===== config.mk =====
export PLATFORM = sky130hd
export DESIGN_NAME = multi_click_key_detector_top
export DESIGN_NICKNAME = d
export VERILOG_FILES = /design/src/hdl/mckd_pkg.sv /design/src/hdl/multi_click_key_detector_top.sv
export SDC_FILE = /design/constraint.sdc
export NUM_CORES = 1
export LEC_CHECK = 0
export ABC_AREA = 1
export CAP_MARGIN = 20
export CORE_MARGIN = 2
export CORE_UTILIZATION = 30
export CTS_CLUSTER_SIZE = 16
export DETAILED_ROUTE_END_ITERATION = 7
export DONT_BUFFER_PORTS = 1
export PLACE_DENSITY_LB_ADDON = 0.25
export SYNTH_ARGS = -nofsm -noshare
export SYNTH_HDL_FRONTEND = slang
export SYNTH_SLANG_ARGS = --single-unit

===== constraint.sdc =====
create_clock -name clk -period 8.81 [get_ports clk]
set_input_delay 1.3215 -clock clk [delete_from_list [all_inputs] [get_ports clk]]
set_output_delay 1.3215 -clock clk [all_outputs]
set_load 0.01 [all_outputs]

===== src/hdl/mckd_pkg.sv =====
// ----------------------------------------------------------------------------
// mckd_pkg
// Shared types and constants of the multi-click key detector: register map,
// key phase codes, event codes, click limit, input opcodes and result keys.
// ----------------------------------------------------------------------------
`default_nettype none

package mckd_pkg;

  // configuration register map
  localparam int REG_COUNT = 8;
  localparam int REG_IDX_W = 3;
  localparam int REG_W     = 16;

  localparam logic [REG_IDX_W-1:0] REG_DEBOUNCE   = 3'd0;
  localparam logic [REG_IDX_W-1:0] REG_LONG_PRESS = 3'd1;
  localparam logic [REG_IDX_W-1:0] REG_PHASE_ONE  = 3'd2;
  localparam logic [REG_IDX_W-1:0] REG_PHASE_TWO  = 3'd3;
  localparam logic [REG_IDX_W-1:0] REG_REPEAT_ONE = 3'd4;
  localparam logic [REG_IDX_W-1:0] REG_REPEAT_TWO = 3'd5;
  localparam logic [REG_IDX_W-1:0] REG_DOUBLE_WIN = 3'd6;
  localparam logic [REG_IDX_W-1:0] REG_TRIPLE_WIN = 3'd7;

  // register values after reset, in map order
  localparam logic [REG_W-1:0] REG_RESET [REG_COUNT] = '{
    16'd1, 16'd50, 16'd100, 16'd200, 16'd10, 16'd5, 16'd15, 16'd15
  };

  // per-key phase codes as stored in the key state table
  typedef enum logic [2:0] {
    PH_IDLE        = 3'd0,
    PH_DEBOUNCE    = 3'd1,
    PH_PRESSED     = 3'd2,
    PH_WAIT_DOUBLE = 3'd3,
    PH_WAIT_TRIPLE = 3'd4
  } key_phase_t;

  // latched event codes
  localparam int EV_W = 3;
  localparam logic [EV_W-1:0] EV_NONE   = 3'd0;
  localparam logic [EV_W-1:0] EV_CLICK  = 3'd1;
  localparam logic [EV_W-1:0] EV_DOUBLE = 3'd2;
  localparam logic [EV_W-1:0] EV_TRIPLE = 3'd3;
  localparam logic [EV_W-1:0] EV_LONG   = 3'd4;

  // clicks that make a triple click
  localparam logic [2:0] CLICK_LIMIT = 3'd3;

  // input opcodes
  localparam logic OP_SCAN = 1'b0;
  localparam logic OP_READ = 1'b1;

  // keys visible on the result word
  localparam int OUT_KEYS = 4;

endpackage

`default_nettype wire


===== src/hdl/multi_click_key_detector_top.sv =====
// ----------------------------------------------------------------------------
// multi_click_key_detector_top
// Per-key debounce, multi-click and long-press detector. One key state entry
// is updated per cycle by a shared step unit while no remainder is running;
// long-press repeat points are checked by a shared bit-serial remainder unit.
// ----------------------------------------------------------------------------
// Sequence: a read item goes from idle straight to the done state; a scan
//   tick steps through every key and runs the remainder unit for every key
//   that needs a repeat-point remainder; a stalled output register adds its wait.
// Throughput: one item at a time; ready returns as the result is loaded.
// Reset: synchronous rst loads register defaults, idles keys, clears counts.
`default_nettype none

module multi_click_key_detector_top #(
  parameter int KEY_COUNT   = 4,
  parameter int COUNT_BITS  = 16,
  parameter int FAST_REPEAT = 1
) (
  input  wire logic        clk,
  input  wire logic        rst,
  // input stream
  input  wire logic        s_tvalid,
  output logic             s_tready,
  input  wire logic [7:0]  s_tdata,   // [3:0] pressed_mask, [7:4] read_count
  input  wire logic [0:0]  s_tuser,   // [0] opcode
  // result stream
  output logic             m_tvalid,
  input  wire logic        m_tready,
  output logic [15:0]      m_tdata,   // [2:0] event_key0, [5:3] event_key1,
                                      // [8:6] event_key2, [11:9] event_key3
  // configuration writes
  input  wire logic        cfg_we,
  input  wire logic [2:0]  cfg_index,
  input  wire logic [15:0] cfg_data
);

  localparam int KEY_BITS = (KEY_COUNT > 1) ? $clog2(KEY_COUNT) : 1;
  localparam int CMP_W    = (COUNT_BITS > mckd_pkg::REG_W) ? COUNT_BITS : mckd_pkg::REG_W;
  localparam int CNT_W    = $clog2(COUNT_BITS);
  localparam int RD_KEYS  = (KEY_COUNT < mckd_pkg::OUT_KEYS) ? KEY_COUNT : mckd_pkg::OUT_KEYS;
  localparam int SP_W     = mckd_pkg::REG_W;

  typedef enum logic [3:0] {
    SQ_IDLE = 4'b0001,
    SQ_SCAN = 4'b0010,
    SQ_MOD  = 4'b0100,
    SQ_DONE = 4'b1000
  } seq_state_t;

  seq_state_t seq_state;

  // configuration registers
  logic [mckd_pkg::REG_W-1:0] cfg_regs [mckd_pkg::REG_COUNT];

  // key state table
  mckd_pkg::key_phase_t         phase    [KEY_COUNT];
  logic [COUNT_BITS-1:0]        hold_cnt [KEY_COUNT];
  logic [COUNT_BITS-1:0]        rel_cnt  [KEY_COUNT];
  logic [mckd_pkg::EV_W-1:0]    pend_ev  [KEY_COUNT];
  logic [1:0]                   step     [KEY_COUNT];
  logic [KEY_COUNT-1:0]         prev_lvl;

  // sequencer registers
  logic [KEY_BITS-1:0]          key;
  logic [3:0]                   mask;
  logic [11:0]                  res;

  // remainder unit registers
  logic [COUNT_BITS-1:0]        div_q;
  logic [SP_W-1:0]              div_rem;
  logic [SP_W-1:0]              div_d;
  logic [CNT_W-1:0]             div_cnt;

  // input fields
  logic                         in_op;
  logic [3:0]                   in_mask;
  logic [3:0]                   in_count;
  logic                         in_xfer;
  logic                         read_ok;

  assign in_op    = s_tuser[0];
  assign in_mask  = s_tdata[3:0];
  assign in_count = s_tdata[7:4];
  assign in_xfer  = s_tvalid && s_tready;
  assign s_tready = (seq_state == SQ_IDLE);
  assign read_ok  = ({1'b0, in_count} <= 5'(KEY_COUNT));

  // key levels, keys past the mask seen as released
  logic [KEY_COUNT-1:0] level_vec;
  always_comb begin
    for (int k = 0; k < KEY_COUNT; k++) begin
      level_vec[k] = (k < 4) ? mask[k % 4] : 1'b0;
    end
  end

  // read result of the first keys
  logic [11:0] read_res;
  always_comb begin
    read_res = '0;
    for (int k = 0; k < RD_KEYS; k++) begin
      if (read_ok && (4'(k) < in_count)) begin
        read_res[3*k +: 3] = pend_ev[k];
      end
    end
  end

  // shared key step unit
  mckd_pkg::key_phase_t       cur_ph;
  logic [COUNT_BITS-1:0]      cur_h;
  logic [COUNT_BITS-1:0]      cur_r;
  logic [1:0]                 cur_s;
  logic                       lvl;
  logic                       press_edge;
  logic [COUNT_BITS-1:0]      h_inc;
  logic [COUNT_BITS-1:0]      r_inc;
  mckd_pkg::key_phase_t       ph_n;
  logic [COUNT_BITS-1:0]      hold_n;
  logic [COUNT_BITS-1:0]      rel_n;
  logic [1:0]                 step_n;
  logic                       ev_we;
  logic [mckd_pkg::EV_W-1:0]  ev_n;
  logic                       mod_go;
  logic [COUNT_BITS-1:0]      mod_dividend;
  logic [SP_W-1:0]            mod_spacing;

  always_comb begin
    logic [2:0]       step_sum;
    logic [CMP_W-1:0] t_ext;
    logic [CMP_W-1:0] start_ext;
    logic [CMP_W-1:0] in_phase;
    logic [SP_W-1:0]  win;

    cur_ph     = phase[key];
    cur_h      = hold_cnt[key];
    cur_r      = rel_cnt[key];
    cur_s      = step[key];
    lvl        = level_vec[key];
    press_edge = lvl && !prev_lvl[key];
    h_inc      = (cur_h == '1) ? cur_h : cur_h + 1'b1;
    r_inc      = (cur_r == '1) ? cur_r : cur_r + 1'b1;

    ph_n         = cur_ph;
    hold_n       = cur_h;
    rel_n        = cur_r;
    step_n       = cur_s;
    ev_we        = 1'b0;
    ev_n         = mckd_pkg::EV_NONE;
    mod_go       = 1'b0;
    step_sum     = {1'b0, cur_s} + 3'd1;
    t_ext        = CMP_W'(h_inc);
    start_ext    = CMP_W'(cfg_regs[mckd_pkg::REG_LONG_PRESS]);
    mod_spacing  = cfg_regs[mckd_pkg::REG_REPEAT_ONE];
    win          = cfg_regs[mckd_pkg::REG_DOUBLE_WIN];

    // repeat phase selection for the long-press check
    if (t_ext >= CMP_W'(cfg_regs[mckd_pkg::REG_PHASE_TWO])) begin
      start_ext   = CMP_W'(cfg_regs[mckd_pkg::REG_PHASE_TWO]);
      mod_spacing = SP_W'(FAST_REPEAT);
    end else if (t_ext >= CMP_W'(cfg_regs[mckd_pkg::REG_PHASE_ONE])) begin
      start_ext   = CMP_W'(cfg_regs[mckd_pkg::REG_PHASE_ONE]);
      mod_spacing = cfg_regs[mckd_pkg::REG_REPEAT_TWO];
    end
    in_phase     = t_ext - start_ext;
    mod_dividend = in_phase[COUNT_BITS-1:0];

    case (cur_ph) inside
      mckd_pkg::PH_DEBOUNCE: begin
        hold_n = h_inc;
        if (t_ext >= CMP_W'(cfg_regs[mckd_pkg::REG_DEBOUNCE])) begin
          if (lvl) begin
            ph_n   = mckd_pkg::PH_PRESSED;
            hold_n = '0;
          end else begin
            ph_n = mckd_pkg::PH_IDLE;
          end
        end
      end
      mckd_pkg::PH_PRESSED: begin
        if (!lvl) begin
          hold_n = '0;
          if (CMP_W'(cur_h) < CMP_W'(cfg_regs[mckd_pkg::REG_LONG_PRESS])) begin
            if (step_sum >= mckd_pkg::CLICK_LIMIT) begin
              ev_we  = 1'b1;
              ev_n   = mckd_pkg::EV_TRIPLE;
              ph_n   = mckd_pkg::PH_IDLE;
              step_n = '0;
            end else begin
              ph_n   = (step_sum == 3'd1) ? mckd_pkg::PH_WAIT_DOUBLE
                                          : mckd_pkg::PH_WAIT_TRIPLE;
              step_n = step_sum[1:0];
              rel_n  = '0;
            end
          end else begin
            ph_n   = mckd_pkg::PH_IDLE;
            step_n = '0;
          end
        end else begin
          hold_n = h_inc;
          // long press: first tick of a phase fires at once, others need a remainder
          if (t_ext >= CMP_W'(cfg_regs[mckd_pkg::REG_LONG_PRESS])) begin
            if (in_phase == '0) begin
              ev_we = 1'b1;
              ev_n  = mckd_pkg::EV_LONG;
            end else if (mod_spacing != '0) begin
              mod_go = 1'b1;
            end
          end
        end
      end
      mckd_pkg::PH_WAIT_DOUBLE, mckd_pkg::PH_WAIT_TRIPLE: begin
        rel_n = r_inc;
        if (cur_ph == mckd_pkg::PH_WAIT_TRIPLE) begin
          win = cfg_regs[mckd_pkg::REG_TRIPLE_WIN];
        end
        if (CMP_W'(r_inc) >= CMP_W'(win)) begin
          ev_we  = 1'b1;
          ev_n   = (cur_ph == mckd_pkg::PH_WAIT_DOUBLE) ? mckd_pkg::EV_CLICK
                                                       : mckd_pkg::EV_DOUBLE;
          ph_n   = mckd_pkg::PH_IDLE;
          step_n = '0;
        end else if (press_edge) begin
          ph_n   = mckd_pkg::PH_DEBOUNCE;
          hold_n = '0;
        end
      end
      default: begin
        ph_n = mckd_pkg::PH_IDLE;
        if (press_edge) begin
          ph_n   = mckd_pkg::PH_DEBOUNCE;
          hold_n = '0;
        end
      end
    endcase
  end

  // remainder unit, one dividend bit per cycle
  logic [SP_W:0]   div_shift;
  logic            div_ge;
  logic [SP_W-1:0] rem_next;

  assign div_shift = {div_rem, div_q[COUNT_BITS-1]};
  assign div_ge    = (div_shift >= {1'b0, div_d});
  always_comb begin
    logic [SP_W:0] diff;
    diff     = div_shift - {1'b0, div_d};
    rem_next = div_ge ? diff[SP_W-1:0] : div_shift[SP_W-1:0];
  end

  logic last_key;
  assign last_key = (key == KEY_BITS'(KEY_COUNT - 1));

  // configuration writes
  always_ff @(posedge clk) begin
    if (rst) begin
      for (int i = 0; i < mckd_pkg::REG_COUNT; i++) begin
        cfg_regs[i] <= mckd_pkg::REG_RESET[i];
      end
    end else if (cfg_we) begin
      cfg_regs[cfg_index] <= cfg_data;
    end
  end

  // sequencer and key state table
  always_ff @(posedge clk) begin
    if (rst) begin
      seq_state <= SQ_IDLE;
      key       <= '0;
      m_tvalid  <= 1'b0;
      prev_lvl  <= '0;
      for (int k = 0; k < KEY_COUNT; k++) begin
        phase[k]    <= mckd_pkg::PH_IDLE;
        hold_cnt[k] <= '0;
        rel_cnt[k]  <= '0;
        pend_ev[k]  <= mckd_pkg::EV_NONE;
        step[k]     <= '0;
      end
    end else begin
      // drop valid after a transfer out unless a new result is loaded
      if (m_tvalid && m_tready && (seq_state != SQ_DONE)) begin
        m_tvalid <= 1'b0;
      end
      unique case (seq_state)
        SQ_IDLE: begin
          if (in_xfer) begin
            mask <= in_mask;
            key  <= '0;
            if (in_op == mckd_pkg::OP_SCAN) begin
              res       <= '0;
              seq_state <= SQ_SCAN;
            end else begin
              // read and clear latched events
              res <= read_res;
              for (int k = 0; k < KEY_COUNT; k++) begin
                if (read_ok && (5'(k) < {1'b0, in_count})) begin
                  pend_ev[k] <= mckd_pkg::EV_NONE;
                end
              end
              seq_state <= SQ_DONE;
            end
          end
        end
        SQ_SCAN: begin
          phase[key]    <= ph_n;
          hold_cnt[key] <= hold_n;
          rel_cnt[key]  <= rel_n;
          step[key]     <= step_n;
          prev_lvl[key] <= lvl;
          if (ev_we) begin
            pend_ev[key] <= ev_n;
          end
          if (mod_go) begin
            div_q     <= mod_dividend;
            div_rem   <= '0;
            div_d     <= mod_spacing;
            div_cnt   <= CNT_W'(COUNT_BITS - 1);
            seq_state <= SQ_MOD;
          end else if (last_key) begin
            seq_state <= SQ_DONE;
          end else begin
            key <= key + 1'b1;
          end
        end
        SQ_MOD: begin
          div_rem <= rem_next;
          div_q   <= {div_q[COUNT_BITS-2:0], 1'b0};
          div_cnt <= div_cnt - 1'b1;
          if (div_cnt == '0) begin
            if (rem_next == '0) begin
              pend_ev[key] <= mckd_pkg::EV_LONG;
            end
            if (last_key) begin
              seq_state <= SQ_DONE;
            end else begin
              key       <= key + 1'b1;
              seq_state <= SQ_SCAN;
            end
          end
        end
        SQ_DONE: begin
          // hand the result to the output register once it is free
          if (!m_tvalid || m_tready) begin
            m_tvalid  <= 1'b1;
            m_tdata   <= {4'b0, res};
            seq_state <= SQ_IDLE;
          end
        end
        default: begin
          seq_state <= SQ_IDLE;
        end
      endcase
    end
  end

endmodule

`default_nettype wire


==> results.md, run 1 <==
- Total power: 0.00531 W
- Slew headroom: a little under a fifth
- Port bufs: 0
- Worst Skew: between 0.015 and 0.02 ns
- Cts hold-fix bufs: 0
- CTS tree: done
- Final setup viols: 0
- Nets: roughly 2800
- Post-synth ARST share: 0%
- Tot GR Track Use: approximately 17%
- Synth area leaders: edfxtp_1 48%, nand2_1 9.7%, ha_1 7.1%
- DIE HEIGHT: around 280 um
- Most frequent cell after synthesis: nand2_1
- Commonest cells post-synth: 592 x nand2_1, 383 x nor2_1, 377 x inv_1
- Crit-path max cell delay: 0.76 ns
- Die area: between 70000 and 80000 um^2
- Post-synth EDFFs: 368
- Achievable Freq: approximately 130 MHz
- DRC: 0
- Post-CTS Resized: 0
- Hold path startpoint: res[2]
- Die width: about 280 um
- Num CTS Buffers: 45
- Core area: approximately 76000 um^2
- I/O pin count: 51
- Endpoints failing hold: 0
- Routed wire length per instance: between 15 and 20 um
- Clk root buf: clkbuf_16
- Worst setup path class: register to register
- Worst Setup Start Kind: register
- Post-CTS setup buffers: 0
- Cells after Synth: 2633
- First-pass GRT wire length: approximately 100 mm
- Post-synth top area cell: edfxtp_1
- Fin crit share: about 90%
- Seq/Total Area, Yosys: around half
- CP arrival: roughly 8 ns
- Clock sink count: ~380
- Pre-antenna DRT Iters: 6
- Slowest-stage cell, CP: nor2_4
- Worst path most repeated cell: nand2_2
- Initial antenna violation count: 0
- Via count of the first global-routing pass: ~17000
- Num rows: approximately 100
- Total grt overflow: 0
- Final ANT Viol Nets: 0
- FF+latch count, synth: roughly 380
- Number of diodes: 0
- Setup TNS: 0 ns
- Hold slack: 0.423 ns
- Total routed wirelength: ~67 mm
- Clock H-tree levels: 2
- # fillers: slightly below 8000
- Mapped cell area: between 20000 and 25000 um^2
- RSZ-0062 raised after global routing: false
- Syn Area/Cell: slightly below 9 um^2
- Routability cong.: 0.908
- Syn. warnings: 0
- Tmin final: about 8 ns
- VDD IR max: 0.000142 V
- CTS max path bufs: 3
- Critical path endpoint category: register
- Max_cap viols: 0
- Top cell type's share of synthesized area: between 40% and 50%
- CP max FO: 46
- Pleak: 11.0 nW
- Slew Limit Fails: 0
- Clock latency on the worst-skew pair: around 0.59 ns
- Worst EP required: about 9.0 ns
- Status: finished, final reports clean
- Layout area overhead: 10.9%
- Dominant synthesized flop cell: edfxtp_1
- Final Cell Area: around 25000 um^2
- Initial DRC Count: 1456
- DR vias/cell: just under 5
- Distinct cells, synth: 69
- Starting density of the core: a little under a third
- Pwr Density: 210 nW/um^2
- Slew @ Worst Pin: between 1 and 1.5 ns
- Area of placed instances: between 20000 and 25000 um^2
- Hold Crit Class: register to register
- Routed via count: around 18000
- Hpwl dp: slightly below 50 mm
- Largest net degree at the start of global routing: 47
- Proportion of layout cells with a drive suffix above 1: roughly 8.7%
- Register clock-pin slew on the reported worst setup and hold paths: 0.06 ns
## per-layer routing
metal | up-vias | routed length (um) | GRT usage, %
met5 | - | 0 | 0
met4 | 0 | 1480 | 4.59
met3 | 91 | 3510 | 2.66
met2 | 441 | 30200 | 27.0
met1 | 8391 | 31900 | 24.2
li1 | 8655 | - | -
## area by class of cell
class	count	area, um^2	share of cell area (%)
clock buffer	49	1180	4.67
clock inverter	34	287	1.13
inverter	405	1530	6.04
multi-input combinational	1767	9570	37.8
sequential	381	11300	44.6
tap	978	1220	4.83
timing repair buffer	32	240	0.948
## cell families (layout without fill, tap and decap cells)
kind of cell,count (synthesis),after routing,share of synthesized area (%)
buffers and inverters,488,520,8.88
AO/OA/AOI/OAI,302,302,7.90
AND/OR/NAND/NOR,1277,1277,24.3
flip-flops,381,381,49.5
adder cells (fa/ha/maj),131,131,7.24
multiplexers,17,17,0.750
XOR/XNOR,36,36,1.48
other,1,4,0.0164
## per-stage QoR
stage                     instances  util, %  worst slack [ns]
after floorplan                2636        -              1.27
after global placement         3563     31.5              1.05
after detailed placement       3563     31.5             0.971
after CTS                      3646     33.5             0.895
after global routing           3646     33.5            0.0765
final                          3646     33.5             0.913
## sequential cells by signal, summed over array words and instances, names as in the netlist, named ones only
name / flops
div_rem: 16
phase: 12
rel_cnt: 64
key: 2
cfg_regs: 128
seq_state: 4
hold_cnt: 64
prev_lvl: 4
pend_ev: 12
m_tvalid: 1
step: 8
m_tdata: 12
level_vec: 4
div_cnt: 4
div_q: 16
div_d: 16
res: 12
## where the power goes
group          internal [W]  switching (W)  total, W
combinational      0.000375       0.000905   0.00128
clock               0.00109       0.000778   0.00187
sequential          0.00212      0.0000429   0.00216
total               0.00359        0.00173   0.00531
## path summary, 6_finish.rpt
path                endpoint  cells after the start  slack (ns)
setup / recovery  div_rem[0]                     37        0.91
hold / removal    m_tdata[2]                      0        0.42
setup reg to reg  div_rem[0]                     37        0.91
hold reg to reg   m_tdata[2]                      0        0.42
## worst max-delay path, delay by kind of cell (launching register included)
family	cells	cell delay (ns)
and+or+nand+nor	19	2.70
AOI/OAI and AO/OA	8	1.41
buffers and inverters	7	1.65
adders and majority gates	2	0.70
DFF	1	0.44
xor gates and xnor gates	1	0.56
## layout by cell type (no fill, tap or decap), types with 14 or more instances in the layout
| cell type | instances |
|---|---|
| nand2_1 | 589 |
| nand3_2 | 16 |
| nand3_1 | 158 |
| nor3_1 | 17 |
| inv_1 | 377 |
| clkinv_1 | 16 |
| edfxtp_1 | 368 |
| ha_1 | 129 |
| clkbuf_16 | 47 |
| nand2_2 | 29 |
| nor2_1 | 382 |
| mux2i_1 | 16 |
| nand3b_1 | 14 |
| buf_4 | 32 |
| nand4_1 | 28 |
| o211ai_1 | 17 |
| xor2_1 | 31 |
| a21oi_1 | 111 |
| inv_2 | 19 |
| o21ai_0 | 103 |
(Power assumes the default switching activity.)
==> inputs of run 2 (changes only) <==
Settings changed: ABC_AREA 1 to not set.
==> run 2 against run 1 <==
Against the previous run: fmax shrank 2.4%; setup slack got worse by 0.19 ns; utilization is 0.51 points higher; clock power fell by 7%; clock skew increased by 0.0069 ns; largest cell class unchanged.
==> results.md, run 2 <==
- Status: finished, final reports clean
- Endpoints failing hold: 0
- Slowest-stage cell, CP: dfxtp_2
- Initial antenna violation count: 8
- Most common cell after layout, fill and taps aside: edfxtp_1
- Area of placed instances: around 23000 um^2
- Worst path most repeated cell: a21oi_1
- Crit-path max cell delay: 0.60 ns
- Final ANT Viol Nets: 0
- Clock latency on the worst-skew pair: ~0.6 ns
- Routability cong.: about 0.87
- Sequential power share: a little under half
- Die area: around 74000 um^2
- Num rows: 98
- Pwr Density: roughly 190 nW/um^2
- Total routed wirelength: roughly 60 mm
- Worst EP required: approximately 9 ns
- Dominant synthesized flop cell: edfxtp_1
- Max_cap viols: 0
- Final setup viols: 0
- Clk root buf: clkbuf_16
- Post-CTS Resized: 0
- Cells after Synth: ~2000
- Worst Setup Start Kind: register
- Commonest cells post-synth: 368 x edfxtp_1, 224 x nor2_1, 145 x nand2_1
- Most flop-heavy register: cfg_regs
- Layout area overhead: 12.1%
- Top cell type's share of synthesized area: between 50% and 60%
- Routed via count: about 15000
- Worst setup path class: register to register
- Sw Ratio: 26.9%
- DIE HEIGHT: 273 um
- Num CTS Buffers: 44
- Tot GR Track Use: between 10% and 20%
- # fillers: approximately 7100
- Pre-antenna DRT Iters: 5
- Proportion of layout cells with a drive suffix above 1: between 10% and 20%
- Worst Skew: 0.0259 ns
- First-pass GRT wire length: a little over 90 mm
- Slew headroom: between 30% and 40%
- Nets: between 2000 and 2500
- Hold path startpoint: res[8]
- Hold Crit Class: register to register
- I/O pin count: just over 50
- Comb pwr share: ~15%
- Syn. warnings: 0
- Largest net degree at the start of global routing: 39
- Post-synth ARST share: 0%
- Psw: approximately 0.0012 W
- Via count of the first global-routing pass: ~15000
- CP arrival: 8.38 ns
- Critical path endpoint category: register
- Setup TNS: 0 ns
- Mapped cell area: between 20000 and 25000 um^2
- CTS tree: done
- FF+latch count, synth: approximately 380
- Core area: 71500 um^2
- Routed wire length per instance: slightly above 20 um
- Initial DRC Count: 1050
- DRC: 0
- Tmin final: around 8.1 ns
- Register clock-pin slew on the reported worst setup and hold paths: approximately 0.06 ns
- Die width: roughly 270 um
- Total power: 0.00452 W
- Commonest non-fill, non-tap cells in the layout: 368 x edfxtp_1, 224 x nor2_1, 145 x nand2_1
- Post-synth top area cell: edfxtp_1
- Met2 usage: 26.5%
- Slew @ Worst Pin: 1.04 ns
- Cts hold-fix bufs: 0
- Total grt overflow: 0
- Slew Limit Fails: 0
- Post-synth EDFFs: 368
- CP max FO: 36
- Syn Area/Cell: 11.0 um^2
- Clock sink count: 381
- CTS max path bufs: 3
- Distinct cells, synth: 85
- Hpwl dp: 42.6 mm
- DR vias/cell: roughly 5.1
- Synth area leaders: edfxtp_1 51%, ha_1 7.4%, mux4_2 3.9%
- Fin crit share: roughly 92%
- Post-CTS setup buffers: 0
- Internal power: approximately 0.0033 W
- Largest regs: cfg_regs (128), hold_cnt (64), rel_cnt (64)
- Pleak: 9.14 nW
- Final Cell Area: 24300 um^2
- Port bufs: 0
- Clock Power Share: roughly two fifths
- Met3 Usage GRT: 2.64%
- Achievable Freq: about 120 MHz
- Grt met1 use: 22.0%
- Most frequent cell after synthesis: edfxtp_1
- Gr busiest metal: met2
- Seq/Total Area, Yosys: 52.2%
- Number of flip-flops under the largest register name: 128
- Starting density of the core: 30.3%
- RSZ-0062 raised after global routing: false
- VDD IR max: 0.000172 V
- Number of diodes: 0
- Clock H-tree levels: 2
==> run 2: changes by cell type after synthesis, moves of 18 or more <==
cell / change
a21o_1: +27
and2_1: +132
clkbuf_1: +21
inv_1: -242
inv_2: -18
mux2i_1: +28
mux4_2: +38
nand2_1: -447
nand2_2: -26
nand2b_1: +36
nand3_1: -127
nor2_1: -159
nor3_1: +29
==> run 2: per-stage QoR <==
stage	cells	setup WS [ns]	util [%]	hold slack [ns]
after floorplan	1979	0.178	-	0.400
after global placement	2898	0.743	32.1	0.405
after detailed placement	2898	0.579	32.1	0.405
after CTS	2978	0.539	34.0	0.420
after global routing	2978	0.0258	34.0	0.428
final	2978	0.718	34.0	0.418
==> run 2: layout make-up <==
type                       count  area (um^2)  share of cell area [%]
sequential                   381        11300                    46.6
multi-input combinational   1385         9600                    39.5
tap                          950         1190                    4.89
clock buffer                  48         1120                    4.59
inverter                     136          510                    2.10
timing repair buffer          46          345                    1.42
clock inverter                32          231                   0.952
==> run 2: final timing paths <==
path	end	slack [ns]	cells past startpoint
min	m_tdata[8]	0.42	0
max reg2reg	div_rem[13]	0.72	29
max	div_rem[13]	0.72	29
min reg2reg	m_tdata[8]	0.42	0
==> run 2: worst max-delay path, delay by kind of cell, from the launching register on <==
kind	cells	cell delay (ns)
buf+inv	2	0.33
compound gates	11	2.14
simple gates	10	2.49
flops	1	0.60
fa+ha+maj	4	1.21
mux	1	0.39
xor+xnor	1	0.57
==> run 2: per-layer routing <==
| metal | part of all wire (%) | routed length (um) |
|---|---|---|
| met3 | 4.8 | 2910 |
| met4 | 2.5 | 1510 |
| met1 | 46 | 27400 |
| met5 | 0 | 0 |
| met2 | 47 | 28200 |
==> run 2: cells by family (layout without fill, tap and decap cells) <==
family,Yosys count,count (layout),synth area share [%]
xor gates and xnor gates,40,40,1.62
buffers and inverters,213,262,3.98
adders and majority gates,131,131,7.63
DFF,381,381,52.2
AOI/OAI and AO/OA,374,374,10.9
other,1,4,0.0173
and+or+nand+nor,746,746,17.3
muxes,90,90,6.41
==> run 2: power by group through the flow <==
stage          sequential, W  combinational [W]  clock, W
2_1_floorplan        0.00214           0.000485         0
3_3_place_gp         0.00216           0.000659         0
3_5_place_dp         0.00216           0.000671         0
4_1_cts              0.00212           0.000675   0.00178
5_1_grt              0.00213           0.000754   0.00186
6_report             0.00212           0.000675   0.00173
